`config.mk`:
```
export PLATFORM = sky130hd
export DESIGN_NAME = string_escape_decoder
export DESIGN_NICKNAME = d
export VERILOG_FILES = /design/src/sed_pkg.sv /design/src/sed_fifo.sv /design/src/sed_front.sv /design/src/sed_back.sv /design/src/string_escape_decoder.sv
export SDC_FILE = /design/constraint.sdc
export NUM_CORES = 1
export LEC_CHECK = 0
export ABC_CLOCK_PERIOD_IN_PS = 13600
export BUFFER_PORTS_ARGS = -buffer_cell sky130_fd_sc_hd__buf_2
export CORE_MARGIN = 2
export CORE_UTILIZATION = 30
export CTS_CLUSTER_SIZE = 12
export DETAILED_ROUTE_END_ITERATION = 10
export GPL_TIMING_DRIVEN = 0
export MAX_ROUTING_LAYER = met4
export SYNTH_ARGS = -nofsm -noshare
export SYNTH_HDL_FRONTEND = slang
export SYNTH_HIERARCHICAL = 1
export SYNTH_SLANG_ARGS = --single-unit
```
`constraint.sdc`:
```
create_clock -name clk -period 13.6 [get_ports clk]
set_input_delay 2.72 -clock clk [delete_from_list [all_inputs] [get_ports clk]]
set_output_delay 2.72 -clock clk [all_outputs]
set_load 0.02 [all_outputs]
```
`src/sed_pkg.sv`:
```
// ----------------------------------------------------------------------------
// sed_pkg
// Beat types, queue entry type and status codes of the string escape decoder.
// ----------------------------------------------------------------------------
package sed_pkg;

  localparam logic [2:0] ST_OK      = 3'd0;
  localparam logic [2:0] ST_BAD_HEX = 3'd1;
  localparam logic [2:0] ST_BAD_DEC = 3'd2;
  localparam logic [2:0] ST_BAD_UNI = 3'd3;
  localparam logic [2:0] ST_BAD_CP  = 3'd4;
  localparam logic [2:0] ST_BAD_OCT = 3'd5;

  typedef struct packed {
    logic [7:0] in_byte;
    logic       in_last;
  } in_t;

  typedef struct packed {
    logic [7:0] out_byte;
    logic       out_end;
    logic [2:0] status;
  } out_t;

  // one input byte's worth of output: a number flush, a literal byte and
  // the string terminator, always in that order
  typedef struct packed {
    logic        fl_en;
    logic        fl_uni;
    logic [20:0] fl_val;
    logic        lit_en;
    logic [7:0]  lit_byte;
    logic        term_en;
    logic [2:0]  status;
  } job_t;

endpackage

```
`src/sed_fifo.sv`:
```
// ----------------------------------------------------------------------------
// sed_fifo
// Small register queue of decode jobs between front and back.
// ----------------------------------------------------------------------------
module sed_fifo #(
  parameter int DEPTH = 2
) (
  input  logic          clk,
  input  logic          rst,
  input  logic          push,
  input  sed_pkg::job_t push_job,
  output logic          full,
  input  logic          pop,
  output logic          head_valid,
  output sed_pkg::job_t head_job
);
  import sed_pkg::*;

  localparam int PW = (DEPTH > 1) ? $clog2(DEPTH) : 1;
  localparam int CW = $clog2(DEPTH + 1);

  job_t          mem [DEPTH];
  logic [PW-1:0] wr_ptr;
  logic [PW-1:0] rd_ptr;
  logic [CW-1:0] count;

  assign full       = (count == CW'(DEPTH));
  assign head_valid = (count != '0);
  assign head_job   = mem[rd_ptr];

  always_ff @(posedge clk) begin
    if (push) begin
      mem[wr_ptr] <= push_job;
    end
  end

  always_ff @(posedge clk) begin
    if (rst) begin
      wr_ptr <= '0;
      rd_ptr <= '0;
      count  <= '0;
    end else begin
      if (push) begin
        wr_ptr <= (wr_ptr == PW'(DEPTH - 1)) ? '0 : wr_ptr + 1'b1;
      end
      if (pop) begin
        rd_ptr <= (rd_ptr == PW'(DEPTH - 1)) ? '0 : rd_ptr + 1'b1;
      end
      unique case ({push, pop})
        2'b10:   count <= count + 1'b1;
        2'b01:   count <= count - 1'b1;
        default: count <= count;
      endcase
    end
  end

endmodule

```
`src/sed_front.sv`:
```
// ----------------------------------------------------------------------------
// sed_front
// Escape parser: takes one raw byte a cycle unless the queue is full, tracks
// escapes and digit runs, and queues a job describing the beats it produces.
// ----------------------------------------------------------------------------
module sed_front (
  input  logic          clk,
  input  logic          rst,
  input  logic          in_valid,
  output logic          in_ready,
  input  sed_pkg::in_t  in_data,
  input  logic          q_full,
  output logic          push,
  output sed_pkg::job_t job
);
  import sed_pkg::*;

  typedef enum logic [2:0] {
    M_NORMAL, M_ESCAPE, M_FIRST, M_DIGITS, M_SKIP
  } mode_t;

  typedef enum logic [1:0] {K_HEX, K_DEC, K_UNI, K_OCT} kind_t;

  localparam logic [7:0] CH_BSL  = 8'h5C;
  localparam logic [7:0] CH_0    = "0";
  localparam logic [7:0] CH_7    = "7";
  localparam logic [7:0] CH_9    = "9";
  localparam logic [7:0] CH_LA   = "a";
  localparam logic [7:0] CH_LB   = "b";
  localparam logic [7:0] CH_LF   = "f";
  localparam logic [7:0] CH_LN   = "n";
  localparam logic [7:0] CH_LR   = "r";
  localparam logic [7:0] CH_LT   = "t";
  localparam logic [7:0] CH_LV   = "v";
  localparam logic [7:0] CH_LX   = "x";
  localparam logic [7:0] CH_UX   = "X";
  localparam logic [7:0] CH_LD   = "d";
  localparam logic [7:0] CH_UD   = "D";
  localparam logic [7:0] CH_LU   = "u";
  localparam logic [7:0] CH_UU   = "U";
  localparam logic [7:0] CH_LO   = "o";
  localparam logic [7:0] CH_UO   = "O";
  localparam logic [7:0] CH_UA   = "A";
  localparam logic [7:0] CH_UF   = "F";
  localparam logic [7:0] CTL_BEL = 8'h07;
  localparam logic [7:0] CTL_BS  = 8'h08;
  localparam logic [7:0] CTL_FF  = 8'h0C;
  localparam logic [7:0] CTL_LF  = 8'h0A;
  localparam logic [7:0] CTL_CR  = 8'h0D;
  localparam logic [7:0] CTL_HT  = 8'h09;
  localparam logic [7:0] CTL_VT  = 8'h0B;

  mode_t       mode, mode_next;
  kind_t       kind, kind_next;
  logic [3:0]  cnt, cnt_next;
  logic [31:0] acc, acc_next;
  logic [2:0]  err, err_next;

  logic        accept;
  logic [7:0]  b;
  logic        last;
  logic [3:0]  raw_val;
  logic        raw_ok;
  logic        dig_ok;
  logic [4:0]  radix;
  logic [3:0]  max_cnt;
  logic [2:0]  kind_err;
  logic [31:0] acc_mul;
  logic [3:0]  cnt_inc;
  logic        fl_req;
  logic        fl_bad;
  logic [31:0] fl_val;
  logic        lit_en;
  logic [7:0]  lit_byte;

  function automatic logic bad_cp(kind_t k, logic [31:0] v);
    return (k == K_UNI) &&
           ((v > 32'h0010_FFFF) || ((v >= 32'h0000_D800) && (v <= 32'h0000_DFFF)));
  endfunction

  assign in_ready = !q_full;
  assign accept   = in_valid && in_ready;
  assign b        = in_data.in_byte;
  assign last     = in_data.in_last;

  // digit value in any radix, then checked against the current one
  always_comb begin
    raw_ok  = 1'b1;
    raw_val = 4'd0;
    if (b >= CH_0 && b <= CH_9) begin
      raw_val = 4'(b - CH_0);
    end else if (b >= CH_LA && b <= CH_LF) begin
      raw_val = 4'(b - CH_LA + 8'd10);
    end else if (b >= CH_UA && b <= CH_UF) begin
      raw_val = 4'(b - CH_UA + 8'd10);
    end else begin
      raw_ok = 1'b0;
    end
  end

  always_comb begin
    unique case (kind)
      K_HEX: begin radix = 5'd16; max_cnt = 4'd2; kind_err = ST_BAD_HEX; end
      K_DEC: begin radix = 5'd10; max_cnt = 4'd3; kind_err = ST_BAD_DEC; end
      K_UNI: begin radix = 5'd16; max_cnt = 4'd8; kind_err = ST_BAD_UNI; end
      K_OCT: begin radix = 5'd8;  max_cnt = 4'd3; kind_err = ST_BAD_OCT; end
      default: begin radix = 5'd16; max_cnt = 4'd2; kind_err = ST_BAD_HEX; end
    endcase
  end

  assign dig_ok  = raw_ok && ({1'b0, raw_val} < radix);
  assign cnt_inc = cnt + 1'b1;

  // acc * radix + digit as shifts and adds
  always_comb begin
    unique case (kind)
      K_DEC:   acc_mul = {acc[28:0], 3'b000} + {acc[30:0], 1'b0};
      K_OCT:   acc_mul = {acc[28:0], 3'b000};
      default: acc_mul = {acc[27:0], 4'h0};
    endcase
    acc_mul = acc_mul + {28'd0, raw_val};
  end

  always_comb begin
    mode_next = mode;
    kind_next = kind;
    cnt_next  = cnt;
    acc_next  = acc;
    err_next  = err;
    fl_req    = 1'b0;
    fl_bad    = 1'b0;
    fl_val    = acc;
    lit_en    = 1'b0;
    lit_byte  = b;

    unique case (mode)
      M_NORMAL: begin
        if (b == CH_BSL && !last) begin
          mode_next = M_ESCAPE;
        end else begin
          lit_en = 1'b1;
        end
      end

      M_ESCAPE: begin
        mode_next = M_NORMAL;
        priority if (b == CH_LA) begin
          lit_en = 1'b1; lit_byte = CTL_BEL;
        end else if (b == CH_LB) begin
          lit_en = 1'b1; lit_byte = CTL_BS;
        end else if (b == CH_LF) begin
          lit_en = 1'b1; lit_byte = CTL_FF;
        end else if (b == CH_LN) begin
          lit_en = 1'b1; lit_byte = CTL_LF;
        end else if (b == CH_LR) begin
          lit_en = 1'b1; lit_byte = CTL_CR;
        end else if (b == CH_LT) begin
          lit_en = 1'b1; lit_byte = CTL_HT;
        end else if (b == CH_LV) begin
          lit_en = 1'b1; lit_byte = CTL_VT;
        end else if (b == CH_LX || b == CH_UX || b == CH_LD || b == CH_UD ||
                     b == CH_LU || b == CH_UU || b == CH_LO || b == CH_UO) begin
          // start a number; an escape letter on the last byte is an error
          acc_next = '0;
          cnt_next = '0;
          if (b == CH_LX || b == CH_UX) begin
            kind_next = K_HEX;
          end else if (b == CH_LD || b == CH_UD) begin
            kind_next = K_DEC;
          end else if (b == CH_LU || b == CH_UU) begin
            kind_next = K_UNI;
          end else begin
            kind_next = K_OCT;
          end
          if (last) begin
            mode_next = M_SKIP;
            if (err == ST_OK) begin
              unique case (kind_next)
                K_HEX:   err_next = ST_BAD_HEX;
                K_DEC:   err_next = ST_BAD_DEC;
                K_UNI:   err_next = ST_BAD_UNI;
                default: err_next = ST_BAD_OCT;
              endcase
            end
          end else begin
            mode_next = M_FIRST;
          end
        end else if (b >= CH_0 && b <= CH_7) begin
          // bare octal digit opens an octal run
          kind_next = K_OCT;
          acc_next  = {29'd0, b[2:0]};
          cnt_next  = 4'd1;
          mode_next = M_DIGITS;
        end else begin
          // backslash, quotes and anything else: the byte itself
          lit_en = 1'b1;
        end
      end

      M_FIRST, M_DIGITS: begin
        if (dig_ok) begin
          acc_next  = acc_mul;
          cnt_next  = cnt_inc;
          mode_next = M_DIGITS;
          if (cnt_inc >= max_cnt) begin
            fl_req = 1'b1;
            fl_val = acc_mul;
          end
        end else if (mode == M_FIRST) begin
          mode_next = M_SKIP;
          if (err == ST_OK) begin
            err_next = kind_err;
          end
        end else begin
          // run ended by a non-digit; the byte is then text or a new escape
          fl_req = 1'b1;
          fl_val = acc;
          if (!bad_cp(kind, acc)) begin
            if (b == CH_BSL && !last) begin
              mode_next = M_ESCAPE;
            end else begin
              lit_en = 1'b1;
            end
          end
        end
      end

      M_SKIP: begin
        mode_next = M_SKIP;
      end

      default: begin
        mode_next = M_SKIP;
      end
    endcase

    // open run at string end is flushed before the terminator
    if (last && mode_next == M_DIGITS && !fl_req) begin
      fl_req = 1'b1;
      fl_val = acc_next;
    end

    if (fl_req) begin
      fl_bad   = bad_cp(kind_next, fl_val);
      acc_next = '0;
      cnt_next = '0;
      if (fl_bad) begin
        mode_next = M_SKIP;
        if (err == ST_OK) begin
          err_next = ST_BAD_CP;
        end
      end else if (mode_next == M_DIGITS) begin
        mode_next = M_NORMAL;
      end
    end
  end

  always_comb begin
    job.fl_en    = fl_req && !fl_bad;
    job.fl_uni   = (kind_next == K_UNI);
    job.fl_val   = (kind_next == K_UNI) ? fl_val[20:0] : {13'd0, fl_val[7:0]};
    job.lit_en   = lit_en;
    job.lit_byte = lit_byte;
    job.term_en  = last;
    job.status   = err_next;
  end

  assign push = accept && (job.fl_en || job.lit_en || job.term_en);

  always_ff @(posedge clk) begin
    if (rst) begin
      mode <= M_NORMAL;
      kind <= K_HEX;
      cnt  <= '0;
      acc  <= '0;
      err  <= ST_OK;
    end else if (accept) begin
      if (last) begin
        mode <= M_NORMAL;
        kind <= K_HEX;
        cnt  <= '0;
        acc  <= '0;
        err  <= ST_OK;
      end else begin
        mode <= mode_next;
        kind <= kind_next;
        cnt  <= cnt_next;
        acc  <= acc_next;
        err  <= err_next;
      end
    end
  end

endmodule

```
`src/sed_back.sv`:
```
// ----------------------------------------------------------------------------
// sed_back
// Expands queued jobs into beats: UTF-8 or plain number bytes, the literal
// byte, then terminator. One beat per cycle into an output reg unless stalled.
// ----------------------------------------------------------------------------
module sed_back (
  input  logic          clk,
  input  logic          rst,
  input  logic          head_valid,
  input  sed_pkg::job_t head_job,
  output logic          pop,
  output logic          out_valid,
  input  logic          out_ready,
  output sed_pkg::out_t out_data
);
  import sed_pkg::*;

  logic [2:0]  idx;
  logic [2:0]  fl_cnt;
  logic [2:0]  total;
  logic [7:0]  fb [4];
  logic [20:0] c;
  logic        load;
  logic        last_beat;
  out_t        beat;

  assign c = head_job.fl_val;

  // flush bytes and their count
  always_comb begin
    fb[0] = c[7:0];
    fb[1] = 8'h00;
    fb[2] = 8'h00;
    fb[3] = 8'h00;
    fl_cnt = 3'd1;
    if (head_job.fl_uni) begin
      priority if (c < 21'h00080) begin
        fl_cnt = 3'd1;
      end else if (c < 21'h00800) begin
        fl_cnt = 3'd2;
        fb[0]  = {3'b110, c[10:6]};
        fb[1]  = {2'b10, c[5:0]};
      end else if (c < 21'h10000) begin
        fl_cnt = 3'd3;
        fb[0]  = {4'b1110, c[15:12]};
        fb[1]  = {2'b10, c[11:6]};
        fb[2]  = {2'b10, c[5:0]};
      end else begin
        fl_cnt = 3'd4;
        fb[0]  = {5'b11110, c[20:18]};
        fb[1]  = {2'b10, c[17:12]};
        fb[2]  = {2'b10, c[11:6]};
        fb[3]  = {2'b10, c[5:0]};
      end
    end
    if (!head_job.fl_en) begin
      fl_cnt = 3'd0;
    end
  end

  assign total = fl_cnt + {2'b00, head_job.lit_en} + {2'b00, head_job.term_en};

  always_comb begin
    beat.out_byte = 8'h00;
    beat.out_end  = 1'b0;
    beat.status   = ST_OK;
    if (idx < fl_cnt) begin
      beat.out_byte = fb[idx[1:0]];
    end else if (head_job.lit_en && idx == fl_cnt) begin
      beat.out_byte = head_job.lit_byte;
    end else begin
      beat.out_end = 1'b1;
      beat.status  = head_job.status;
    end
  end

  assign load      = head_valid && (!out_valid || out_ready);
  assign last_beat = (idx == total - 3'd1);
  assign pop       = load && last_beat;

  always_ff @(posedge clk) begin
    if (load) begin
      out_data <= beat;
    end
  end

  always_ff @(posedge clk) begin
    if (rst) begin
      out_valid <= 1'b0;
      idx       <= '0;
    end else begin
      if (load) begin
        out_valid <= 1'b1;
        idx       <= last_beat ? 3'd0 : idx + 3'd1;
      end else if (out_ready) begin
        out_valid <= 1'b0;
      end
    end
  end

endmodule

```
`src/string_escape_decoder.sv`:
```
// ----------------------------------------------------------------------------
// string_escape_decoder
// C-style string literal unescaper with hex, decimal, octal and UTF-8 escapes.
// ----------------------------------------------------------------------------
// Takes one raw string byte per beat and returns the decoded bytes, one per
// beat, closing every string (in_last) with a zero byte marked out_end whose
// status carries the first error seen (0 ok, 1 bad hex, 2 bad decimal,
// 3 bad unicode, 4 illegal code point, 5 bad octal); after an error the rest
// of the string produces no data beats. A parser front end takes a byte every
// cycle unless the queue is full and queues at most one job per byte into a
// QDEPTH-entry queue; the back end drains one output beat per cycle while
// out_ready allows. Input throughput is therefore one byte per cycle whenever
// each byte yields at most one output beat and the output does not stall; a
// byte that yields k beats (up to 6: a 4-byte UTF-8 sequence, the byte that
// ended the number, and the terminator) holds the back end until all k are
// out, and input stalls only once the queue fills. in_ready depends only on
// queue fill, and the output register decouples out_ready from the front end.
module string_escape_decoder #(
  parameter int QDEPTH = 2
) (
  input  logic          clk,
  input  logic          rst,
  input  logic          in_valid,
  output logic          in_ready,
  input  sed_pkg::in_t  in_data,
  output logic          out_valid,
  input  logic          out_ready,
  output sed_pkg::out_t out_data
);
  import sed_pkg::*;

  logic q_full;
  logic push;
  job_t push_job;
  logic pop;
  logic head_valid;
  job_t head_job;

  sed_front u_front (
    .clk      (clk),
    .rst      (rst),
    .in_valid (in_valid),
    .in_ready (in_ready),
    .in_data  (in_data),
    .q_full   (q_full),
    .push     (push),
    .job      (push_job)
  );

  sed_fifo #(
    .DEPTH (QDEPTH)
  ) u_queue (
    .clk        (clk),
    .rst        (rst),
    .push       (push),
    .push_job   (push_job),
    .full       (q_full),
    .pop        (pop),
    .head_valid (head_valid),
    .head_job   (head_job)
  );

  sed_back u_back (
    .clk        (clk),
    .rst        (rst),
    .head_valid (head_valid),
    .head_job   (head_job),
    .pop        (pop),
    .out_valid  (out_valid),
    .out_ready  (out_ready),
    .out_data   (out_data)
  );

endmodule

```
==> impl_summary.txt, run 1 <==
----------------------------------------------------
[Status]
  Run status ... completed

[Yosys]
  Post-synth EDFFs ... 84
  Number of instances in the synthesized netlist ... roughly 1300
  Net Count, Synth ... 1417
  Avg Inst Size Synth ... 8.53 µm²
  Part of the Yosys area used for sequential elements ... 0.312
  Synthesis Warnings ... 6
  Leading area contributor after synthesis ... sky130_fd_sc_hd__edfxtp_1
  Number of register bits inferred by synthesis ... 137
  Dominant synthesized flop cell ... sky130_fd_sc_hd__edfxtp_1
  Mapped Area ... 0.0115 mm²
  Share of the synthesized area in the top cell type ... 0.219
  Synth top area cells ... sky130_fd_sc_hd__edfxtp_1 (22%), sky130_fd_sc_hd__dfxtp_1 (9.2%), sky130_fd_sc_hd__ha_1 (5.8%), sky130_fd_sc_hd__nor2_1 (4.4%), sky130_fd_sc_hd__a21oi_1 (4.2%)
  Async S/R FF share, synth ... 0
  Distinct cell type count after synthesis ... between 100 and 150

[Hold path]
  HP Class ... flip-flop to flip-flop
  Origin of the worst min-delay path ... u_front/err[1]

[STA]
  Ratio of final minimum period to clock period ... 0.732
  Final total negative setup slack ... 0 ns
  Slew at the pin with the worst max-slew slack ... 0.959 ns
  Clock Skew ... 0.0186 ns
  Count of final hold-check violations ... 0
  Final-layout worst hold slack ... between 0.4 and 0.5 ns
  Final setup violation count ... 0
  Max Transition Viols Final ... 0
  Slew margin rel. ... 0.354
  RSZ-0062 raised after global routing ... false
  Peak Freq ... roughly 0.1 GHz
  Minimum clock period ... 9.96 ns

[Power]
  Leakage power total ... 4.40 nW
  Max VDD drop ... 0.0000788 V
  Power per cell area ... 119 mW/mm²

[Layout]
  Final net count ... 1463
  Antenna fix cells ... 0
  Area grow syn2layout ... 11.9%
  Proportion of layout cells with a drive suffix above 1 ... 0.141
  Most common cell after layout, fill and taps aside ... sky130_fd_sc_hd__nor2_1
  Commonest non-fill, non-tap cells in the layout ... sky130_fd_sc_hd__nor2_1 (133), sky130_fd_sc_hd__nand2_1 (124), sky130_fd_sc_hd__a21oi_1 (97)

[Setup path]
  Worst path slowest cell ... sky130_fd_sc_hd__and2_2
  Cell-by-cell trace of the critical path ... buf_2 -> clkbuf_1 -> inv_1 -> ha_1 -> clkbuf_1 -> inv_1 -> o31ai_1 -> or2_1 -> and2_1 -> clkbuf_1 -> nor2_1 -> ha_1 -> or3_1 -> o31a_1 -> nor3_4 -> or2_2 -> nor3b_1 -> o211ai_1 -> a2111oi_2 -> nand4_1 -> a21oi_2 -> nor2_1 -> o31ai_1 -> and2_2
  Arrival time worst endpoint ... 9.99 ns
  Critical path class ... input pin to flip-flop
  Worst setup path startpoint ... in_data[1]
  Type of element capturing the critical path ... flip-flop
  Req. time, crit path ... 13.64 ns
  Cell repeated most along the worst path ... sky130_fd_sc_hd__clkbuf_1
  Top fanout value on the critical path ... 36
  Critical path startpoint category ... input pin
  Crit Reg-Reg Startpoint ... u_front/kind[0]
  Slowest cell delay on critical path ... 0.83 ns

[Run]
  Number of violations of the max-capacitance limit ... 0

[Detailed routing]
  Wire length reported by the detailed router ... 35.9 mm
  Remaining routing DRC violations ... 0
  Number of iterations in the first detailed-routing pass ... 6
  Routed via count ... 11000
  Remaining antenna violation count after routing ... 0
  First DRT Iteration DRCs ... 1058
  Drt wl/cell ... 18.7 µm
  Post-detailed-route via-to-cell ratio ... 5.75

[GRT]
  First-pass GRT wire length ... 56.3 mm
  Global-route congestion overflow total ... 0
  Number of global-route vias before repair ... 10200
  Total routing usage reported by global routing ... 0.184
  Antenna violations before repair ... 0
  Maximum number of pins on one net before global-route repair ... 37

[Clock tree]
  Sink Count ... between 100 and 150
  Clock latency on the worst-skew pair ... 0.42 ns
  Clock tree from TritonCTS ... done
  Number of gates given a new drive strength after cts ... 0
  Hold buffer count at CTS ... 0
  Number of buffers added by the clock tree synthesis step ... 17
  H-tree depth ... 4
  Clk root buf ... sky130_fd_sc_hd__clkbuf_16
  Post CTS Setup Buffer Count ... 0
  Number of buffers on the longest clock path ... 2
  Clock input transition at the sequential cells of the worst setup and hold paths ... 0.05 ns

[Floorplanning]
  Core outline area ... 0.0377 mm²
  Vertical die dimension ... 200 µm
  Die extent in x ... between 150 and 200 µm
  Full die area ... 0.0399 mm²
  Num ports ... 27
  Initial cell density of the core ... 0.305
  Std cell rows ... 71

[Placement]
  Detail Placement HPWL ... about 28 mm
  RD Place Congestion ... 0.942
  I/O Buffers ... 26

----------------------------------------------------
kinds of logic after synthesis:
kind of cell,after synthesis,synth area share
muxes,51,0.0490
adders and majority gates,56,0.0629
xor gates and xnor gates,39,0.0297
AOI/OAI and AO/OA,427,0.264
and+or+nand+nor,516,0.232
buffers and inverters,122,0.0509
DFF,137,0.312
through the flow:
stage | utilization | power [mW] | setup WS, ns | area [µm²] | cells
2_1_floorplan | - | 0.930 | 4.13 | 11500 | 1348
3_3_place_gp | 0.326 | 1.09 | 1.79 | 12300 | 1885
3_5_place_dp | 0.326 | 1.09 | 3.37 | 12300 | 1886
4_1_cts | 0.342 | 1.54 | 3.81 | 12900 | 1917
5_1_grt | 0.342 | 1.61 | 3.12 | 12900 | 1917
6_report | 0.342 | 1.53 | 3.64 | 12900 | 1917
state kept, by name, indices dropped and copies added (netlist names), named ones only:
| signal | flops |
|---|---|
| u_queue/rd_ptr | 1 |
| u_front/cnt | 4 |
| u_queue/mem | 72 |
| u_back/out_valid | 1 |
| u_front/err | 3 |
| u_front/acc | 32 |
| u_queue/count | 2 |
| u_back/out_data | 12 |
| u_front/mode | 3 |
| u_back/idx | 3 |
| u_front/kind | 2 |
| u_queue/wr_ptr | 1 |
routing by layer:
layer / wire length [µm] / global-route usage / vias to the layer above
li1: - / - / 5248
met5: 0 / - / -
met4: 1180 / 0.0689 / 0
met3: 2190 / 0.0208 / 82
met1: 16100 / 0.243 / 5269
met2: 16400 / 0.290 / 432
layout make-up:
cell class | count | area (µm²)
plain buffers | 81 | 432
clock buffers | 19 | 443
clock inverters | 12 | 126
fillers | 3939 | 24800
inverters | 41 | 154
multi-input cells | 1089 | 7340
flip-flops and latches | 137 | 3580
well taps | 511 | 639
repair buffers | 27 | 150
where the power goes:
part,total [mW],switching [mW],internal (mW)
sequential,0.544,0.0182,0.526
clock,0.447,0.174,0.273
combinational,0.540,0.354,0.187
worst max-delay path, delay by kind of cell:
family          cells  cell delay (ns)
buf+inv             6             1.23
compound gates      6             2.18
fa+ha+maj           2             0.39
simple gates       10             3.43
synthesized netlist by cell type (22+ instances only):
| cell | n |
|---|---|
| sky130_fd_sc_hd__a21oi_1 | 97 |
| sky130_fd_sc_hd__a22oi_1 | 37 |
| sky130_fd_sc_hd__clkbuf_1 | 37 |
| sky130_fd_sc_hd__dfxtp_1 | 53 |
| sky130_fd_sc_hd__edfxtp_1 | 84 |
| sky130_fd_sc_hd__ha_1 | 53 |
| sky130_fd_sc_hd__inv_1 | 40 |
| sky130_fd_sc_hd__mux2_2 | 42 |
| sky130_fd_sc_hd__nand2_1 | 124 |
| sky130_fd_sc_hd__nand3_1 | 31 |
| sky130_fd_sc_hd__nand4_1 | 26 |
| sky130_fd_sc_hd__nor2_1 | 134 |
| sky130_fd_sc_hd__nor3_1 | 37 |
| sky130_fd_sc_hd__o21ai_0 | 72 |
| sky130_fd_sc_hd__xnor2_1 | 22 |
worst paths after layout:
kind,slack (ns),cells after the start,end
worst max-delay path,3.64,24,u_queue/mem[1][24]
worst min-delay path,0.49,2,u_front/err[1]
worst max register to register,5.56,22,u_queue/mem[1][24]
worst min register to register,0.49,2,u_front/err[1]
Power figures use the tool's default switching activity.
==> run 2: changes to the inputs <==
ABC_AREA = 1   (was default)
ABC_CLOCK_PERIOD_IN_PS = 9500   (was 13600)
clock period = 9.5 ns   (was 13.6 ns; I/O delays follow)
==> impl_summary.txt, run 2 <==
----------------------------------------------------
[Hold path]
  Origin of the worst min-delay path ... u_front/err[2]
  HP Class ... flip-flop to flip-flop
  Hold path endpoint ... u_front/err[2]
  Count of cells along the worst hold path ... 2

[Setup path]
  Req. time, crit path ... 9.63 ns
  Cell repeated most along the worst path ... sky130_fd_sc_hd__nand2_1
  Type of element capturing the critical path ... flip-flop
  Register-to-register setup slack ... around 3.5 ns
  Critical path class ... input pin to flip-flop
  Crit Reg-Reg Startpoint ... u_front/kind[0]
  Critical path startpoint category ... input pin
  Worst-case reg-to-reg path depth ... 33
  Arrival time worst endpoint ... 7.08 ns
  Worst setup path startpoint ... in_data[2]
  Top fanout value on the critical path ... 20
  Slowest cell delay on critical path ... 0.48 ns
  Critical R2R Capture ... u_queue/mem[0][0]
  Worst path slowest cell ... sky130_fd_sc_hd__nor2_4

[Floorplanning]
  Die extent in x ... 210 µm
  Full die area ... around 0.044 mm²
  Vertical die dimension ... about 210 µm
  Num ports ... 27
  Std cell rows ... 75
  Initial cell density of the core ... 0.304
  Core outline area ... 0.0419 mm²

[Yosys]
  Synthesis Warnings ... 6
  Post-synth EDFFs ... 84
  Mapped Area ... 0.0128 mm²
  Number of register bits inferred by synthesis ... about 140
  Avg Inst Size Synth ... 6.59 µm²
  Leading area contributor after synthesis ... sky130_fd_sc_hd__edfxtp_1
  Async S/R FF share, synth ... 0
  Net Count, Synth ... 2005
  Distinct cell type count after synthesis ... between 60 and 70
  Dominant synthesized flop cell ... sky130_fd_sc_hd__edfxtp_1
  Part of the Yosys area used for sequential elements ... 0.281
  Commonest cells post-synth ... sky130_fd_sc_hd__nand2_1 (597), sky130_fd_sc_hd__inv_1 (284), sky130_fd_sc_hd__nor2_1 (190)
  Number of instances in the synthesized netlist ... 1936
  Synth top area cells ... sky130_fd_sc_hd__edfxtp_1 (20%), sky130_fd_sc_hd__nand2_1 (18%), sky130_fd_sc_hd__inv_1 (8.4%), sky130_fd_sc_hd__dfxtp_1 (8.3%), sky130_fd_sc_hd__nand3_1 (5.9%)
  Most used standard cell by instance count after synthesis ... sky130_fd_sc_hd__nand2_1
  Share of the synthesized area in the top cell type ... 0.198

[STA]
  Final setup violation count ... 0
  Final-layout worst hold slack ... 0.484 ns
  Peak Freq ... ~0.14 GHz
  Ratio of final minimum period to clock period ... 0.732
  RSZ-0062 raised after global routing ... false
  Final total negative setup slack ... 0 ns
  Max Transition Viols Final ... 0
  Clock Skew ... 0.0113 ns
  Slew margin rel. ... 0.451
  Slew at the pin with the worst max-slew slack ... a little over 0.8 ns
  Minimum clock period ... slightly below 7 ns
  Count of final hold-check violations ... 0

[Detailed routing]
  Remaining routing DRC violations ... 0
  Wire length reported by the detailed router ... 37.7 mm
  Number of iterations in the first detailed-routing pass ... 5
  First DRT Iteration DRCs ... approximately 800
  Routed via count ... around 12000
  Remaining antenna violation count after routing ... 0
  Post-detailed-route via-to-cell ratio ... slightly below 5
  Drt wl/cell ... between 10 and 15 µm

[Layout]
  Commonest non-fill, non-tap cells in the layout ... sky130_fd_sc_hd__nand2_1 (597), sky130_fd_sc_hd__inv_1 (283), sky130_fd_sc_hd__nor2_1 (189)
  Max reg flops ... 72
  Most flops, register ... u_queue/mem
  Most common cell after layout, fill and taps aside ... sky130_fd_sc_hd__nand2_1
  Final net count ... 2048
  Number of fill cells in the layout ... between 4000 and 5000
  Antenna fix cells ... 0
  Area grow syn2layout ... 10.9%
  Biggest regs ... u_queue/mem: 72 flops, u_front/acc: 32 flops, u_back/out_data: 12 flops
  Proportion of layout cells with a drive suffix above 1 ... 0.113

[Clock tree]
  Hold buffer count at CTS ... 0
  Number of buffers added by the clock tree synthesis step ... 17
  Clock input transition at the sequential cells of the worst setup and hold paths ... 0.06 ns
  Number of gates given a new drive strength after cts ... 0
  Clock latency on the worst-skew pair ... 0.43 ns
  Post CTS Setup Buffer Count ... 0
  Number of buffers on the longest clock path ... 2
  H-tree depth ... 4
  Clk root buf ... sky130_fd_sc_hd__clkbuf_16
  Clock tree from TritonCTS ... done
  Sink Count ... 137

[Status]
  Run status ... completed

[GRT]
  Global-route congestion overflow total ... 0
  Maximum number of pins on one net before global-route repair ... 38
  First-pass GRT wire length ... just over 60 mm
  Antenna violations before repair ... 0
  Total routing usage reported by global routing ... 0.178
  Number of global-route vias before repair ... 11900

[Placement]
  I/O Buffers ... 23
  RD Place Congestion ... a little over 0.9
  Detail Placement HPWL ... 30.2 mm

[Run]
  Number of violations of the max-capacitance limit ... 0

[Power]
  Power per cell area ... 189 mW/mm²
  Leakage power total ... approximately 6.6 nW
  Max VDD drop ... 0.000123 V

----------------------------------------------------
[run 2: cell families after synthesis]
kind of cell / after synthesis / synth area share
compound gates: 258 / 0.115
xor+xnor: 16 / 0.0110
fa+ha+maj: 56 / 0.0567
buf+inv: 353 / 0.116
flops: 137 / 0.281
mux: 37 / 0.0414
simple gates: 1079 / 0.379
[run 2: metal layers]
layer  track usage  share of wire
met2         0.289           0.46
met1         0.229           0.47
met3        0.0159          0.040
met4        0.0702          0.030
met5             -              0
[run 2: layout make-up]
cell class                      count  area (µm²)  area share
Buffer                             53         345      0.0244
Clock buffer                       18         439      0.0311
Timing Repair Buffer               24         143      0.0101
Tap cell                          539         674      0.0477
Multi-Input combinational cell   1446        7700       0.545
Sequential cell                   137        3580       0.253
Inverter                          300        1130      0.0798
Clock inverter                     14         126     0.00894
[run 2: critical path, delay by kind of cell]
family          cells  cell delay [ns]
simple gates       27             3.13
compound gates      3             0.48
fa+ha+maj           2             0.61
buf+inv             6             0.96
[run 2: power by group]
group / internal (mW) / switching, mW / total [mW] / leakage [nW]
registers: 0.770 / 0.0783 / 0.849 / 1.23
clock network: 0.352 / 0.289 / 0.641 / 0.276
logic: 0.429 / 0.748 / 1.18 / 5.06
total: 1.55 / 1.12 / 2.67 / 6.57
[run 2: worst max-delay path by stage]
stage | endpoint | slack [ns]
after floorplan | u_queue/mem[0][0] | 2.28
after global placement | u_queue/mem[0][3] | 0.31
after detailed placement | u_queue/mem[0][11] | 2.08
after CTS | u_queue/mem[0][7] | 2.50
after global routing | u_queue/mem[0][0] | 1.91
final | u_queue/mem[0][0] | 2.55
[run 2: metrics by stage]
stage,setup WS (ns),power [mW],instance area (µm²),std cells,util
2_1_floorplan,2.28,1.72,12800,1936,-
3_5_place_dp,2.08,2.04,13600,2499,0.324
6_report,2.55,2.67,14100,2531,0.337
4_1_cts,2.50,2.69,14100,2531,0.337
3_3_place_gp,0.310,2.01,13500,2498,0.323
5_1_grt,1.91,2.85,14100,2531,0.337
==> run 3: changes to the inputs <==
ABC_CLOCK_PERIOD_IN_PS = 7000   (was 9500)
clock period = 7 ns   (was 9.5 ns; I/O delays follow)
==> impl_summary.txt, run 3 (synthesis results as in run 2) <==
----------------------------------------------------
[STA]
  Slew at the pin with the worst max-slew slack ... 0.815 ns
  Max Transition Viols Final ... 0
  Clock Skew ... between 0.01 and 0.015 ns
  Final total negative setup slack ... 0 ns
  RSZ-0062 raised after global routing ... false
  Ratio of final minimum period to clock period ... 0.908
  Final setup violation count ... 0
  Minimum clock period ... 6.35 ns
  Slew margin rel. ... 0.456
  Count of final hold-check violations ... 0
  Peak Freq ... 0.157 GHz

[Layout]
  Most common cell after layout, fill and taps aside ... sky130_fd_sc_hd__nand2_1
  Max reg flops ... 72
  Commonest non-fill, non-tap cells in the layout ... sky130_fd_sc_hd__nand2_1 (597), sky130_fd_sc_hd__inv_1 (283), sky130_fd_sc_hd__nor2_1 (189)
  Final standard cell utilization of the core ... 0.338
  Most flops, register ... u_queue/mem
  Number of standard cells in the layout, taps in and fillers out ... 2534
  Area grow syn2layout ... 11.2%
  Biggest regs ... u_queue/mem: 72 flops, u_front/acc: 32 flops, u_back/out_data: 12 flops
  Final net count ... just over 2000
  Final design area excluding fillers ... 0.0142 mm²
  Proportion of layout cells with a drive suffix above 1 ... 0.114
  Antenna fix cells ... 0
  Number of fill cells in the layout ... ~4600

[GRT]
  Number of global-route vias before repair ... 11900
  Maximum number of pins on one net before global-route repair ... 38
  Total routing usage reported by global routing ... 0.178
  Antenna violations before repair ... 0
  Global-route congestion overflow total ... 0
  First-pass GRT wire length ... roughly 61 mm

[Clock tree]
  Clk root buf ... sky130_fd_sc_hd__clkbuf_16
  Clock tree from TritonCTS ... done
  Number of buffers on the longest clock path ... 2
  Clock latency on the worst-skew pair ... about 0.43 ns
  Clock input transition at the sequential cells of the worst setup and hold paths ... 0.06 ns
  H-tree depth ... 4
  Number of buffers added by the clock tree synthesis step ... 17
  Sink Count ... 137

[Placement]
  Post-placement cell count ... 2499
  RD Place Congestion ... 0.928
  Detail Placement HPWL ... 30.2 mm
  Placement-stage cell area ... 0.0136 mm²
  I/O Buffers ... 23

[Detailed routing]
  First DRT Iteration DRCs ... between 800 and 900
  Remaining routing DRC violations ... 0
  Routed via count ... 12400
  Wire length reported by the detailed router ... 37.8 mm
  Post-detailed-route via-to-cell ratio ... 4.91
  Remaining antenna violation count after routing ... 0
  Drt wl/cell ... 14.9 µm
  Number of iterations in the first detailed-routing pass ... 5

[Power]
  Fraction of power consumed by the clock network ... 0.240
  Share of total power in combinational logic ... 0.443
  Switching share of total power ... 0.418
  Sequential Power Share ... 0.317
  Power per cell area ... 256 mW/mm²
  Leakage power total ... 6.59 nW
  Max VDD drop ... ~0.00017 V
  Internal ... about 2.1 mW
  NetSw ... 1.52 mW
  Tot Pwr ... 3.63 mW

[Status]
  Run status ... completed

[Floorplanning]
  Std cell rows ... 75
  Num ports ... 27
  Vertical die dimension ... 210 µm
  Initial cell density of the core ... 0.304
  Full die area ... 0.0442 mm²
  Core outline area ... 0.0419 mm²
  Die extent in x ... 210 µm

[Setup path]
  Slowest cell delay on critical path ... 0.61 ns
  Arrival time worst endpoint ... ~6.4 ns
  Req. time, crit path ... 7.06 ns
  Cell repeated most along the worst path ... sky130_fd_sc_hd__nand2_1
  Worst path slowest cell ... sky130_fd_sc_hd__inv_2
  Top delay family on crit path ... simple AND/OR/NAND/NOR gates
  Critical path startpoint category ... input pin
  Critical path class ... input pin to flip-flop
  Type of element capturing the critical path ... flip-flop
  Critical path buffers and inverters ... 5
  Top fanout value on the critical path ... 37

[Run]
  Number of violations of the max-capacitance limit ... 0

[Hold path]
  HP Class ... flip-flop to flip-flop

----------------------------------------------------
## run 3: changes by cell type in the layout (fill, tap and decap cells not counted), sizes merged
cell  change
buf       +3
## run 3: stage by stage
stage                     hold WS, ns  setup WS, ns
after floorplan                 0.453         0.282
final                           0.487         0.647
after detailed placement        0.471        0.0764
after CTS                       0.484         0.504
after global placement          0.467         -1.69
after global routing            0.501       0.00536
## run 3: path summary, 6_finish.rpt
path	from	end	slack, ns	cells after the start
max reg2reg	u_front/kind[0]	u_queue/mem[1][12]	1.10	32
min reg2reg	u_front/err[2]	u_front/err[2]	0.49	2
max	in_data[2]	u_queue/mem[1][12]	0.65	37
min	u_front/err[2]	u_front/err[2]	0.49	2
## run 3: area by class of cell
class | count | area [µm²] | share of cell area
timing repair buffer | 27 | 178 | 0.0125
multi-input combinational | 1446 | 7700 | 0.543
inverter | 300 | 1130 | 0.0796
sequential | 137 | 3580 | 0.253
clock inverter | 14 | 126 | 0.00891
tap | 539 | 674 | 0.0476
clock buffer | 18 | 439 | 0.0310
buffer | 53 | 345 | 0.0244
## run 3: routing by layer
layer	track usage	part of all wire	wire length, µm
met1	0.229	0.47	17800
met2	0.289	0.46	17400
met3	0.0159	0.040	1520
met4	0.0702	0.031	1160
met5	-	0	0
## run 3: power by group through the flow
stage	registers (mW)	logic, mW	clock network [mW]
after global placement	1.17	1.57	0
after CTS	1.15	1.60	0.890
after floorplan	1.18	1.16	0
final	1.15	1.61	0.871
after detailed placement	1.17	1.60	0
after global routing	1.17	1.79	0.917
## run 3: what timing repair did
action | CTS | global route
hold buffers | 0 | 0
setup buffers | 0 | 3
endpoints found under the setup margin | 0 | 20
resized for setup | 0 | 0
## run 3: worst reg2reg max path, delay by kind of cell, from the launching register on
family / cells / cell delay, ns
flops: 1 / 0.51
compound gates: 2 / 0.61
fa+ha+maj: 3 / 0.69
simple gates: 22 / 2.15
buf+inv: 5 / 1.58
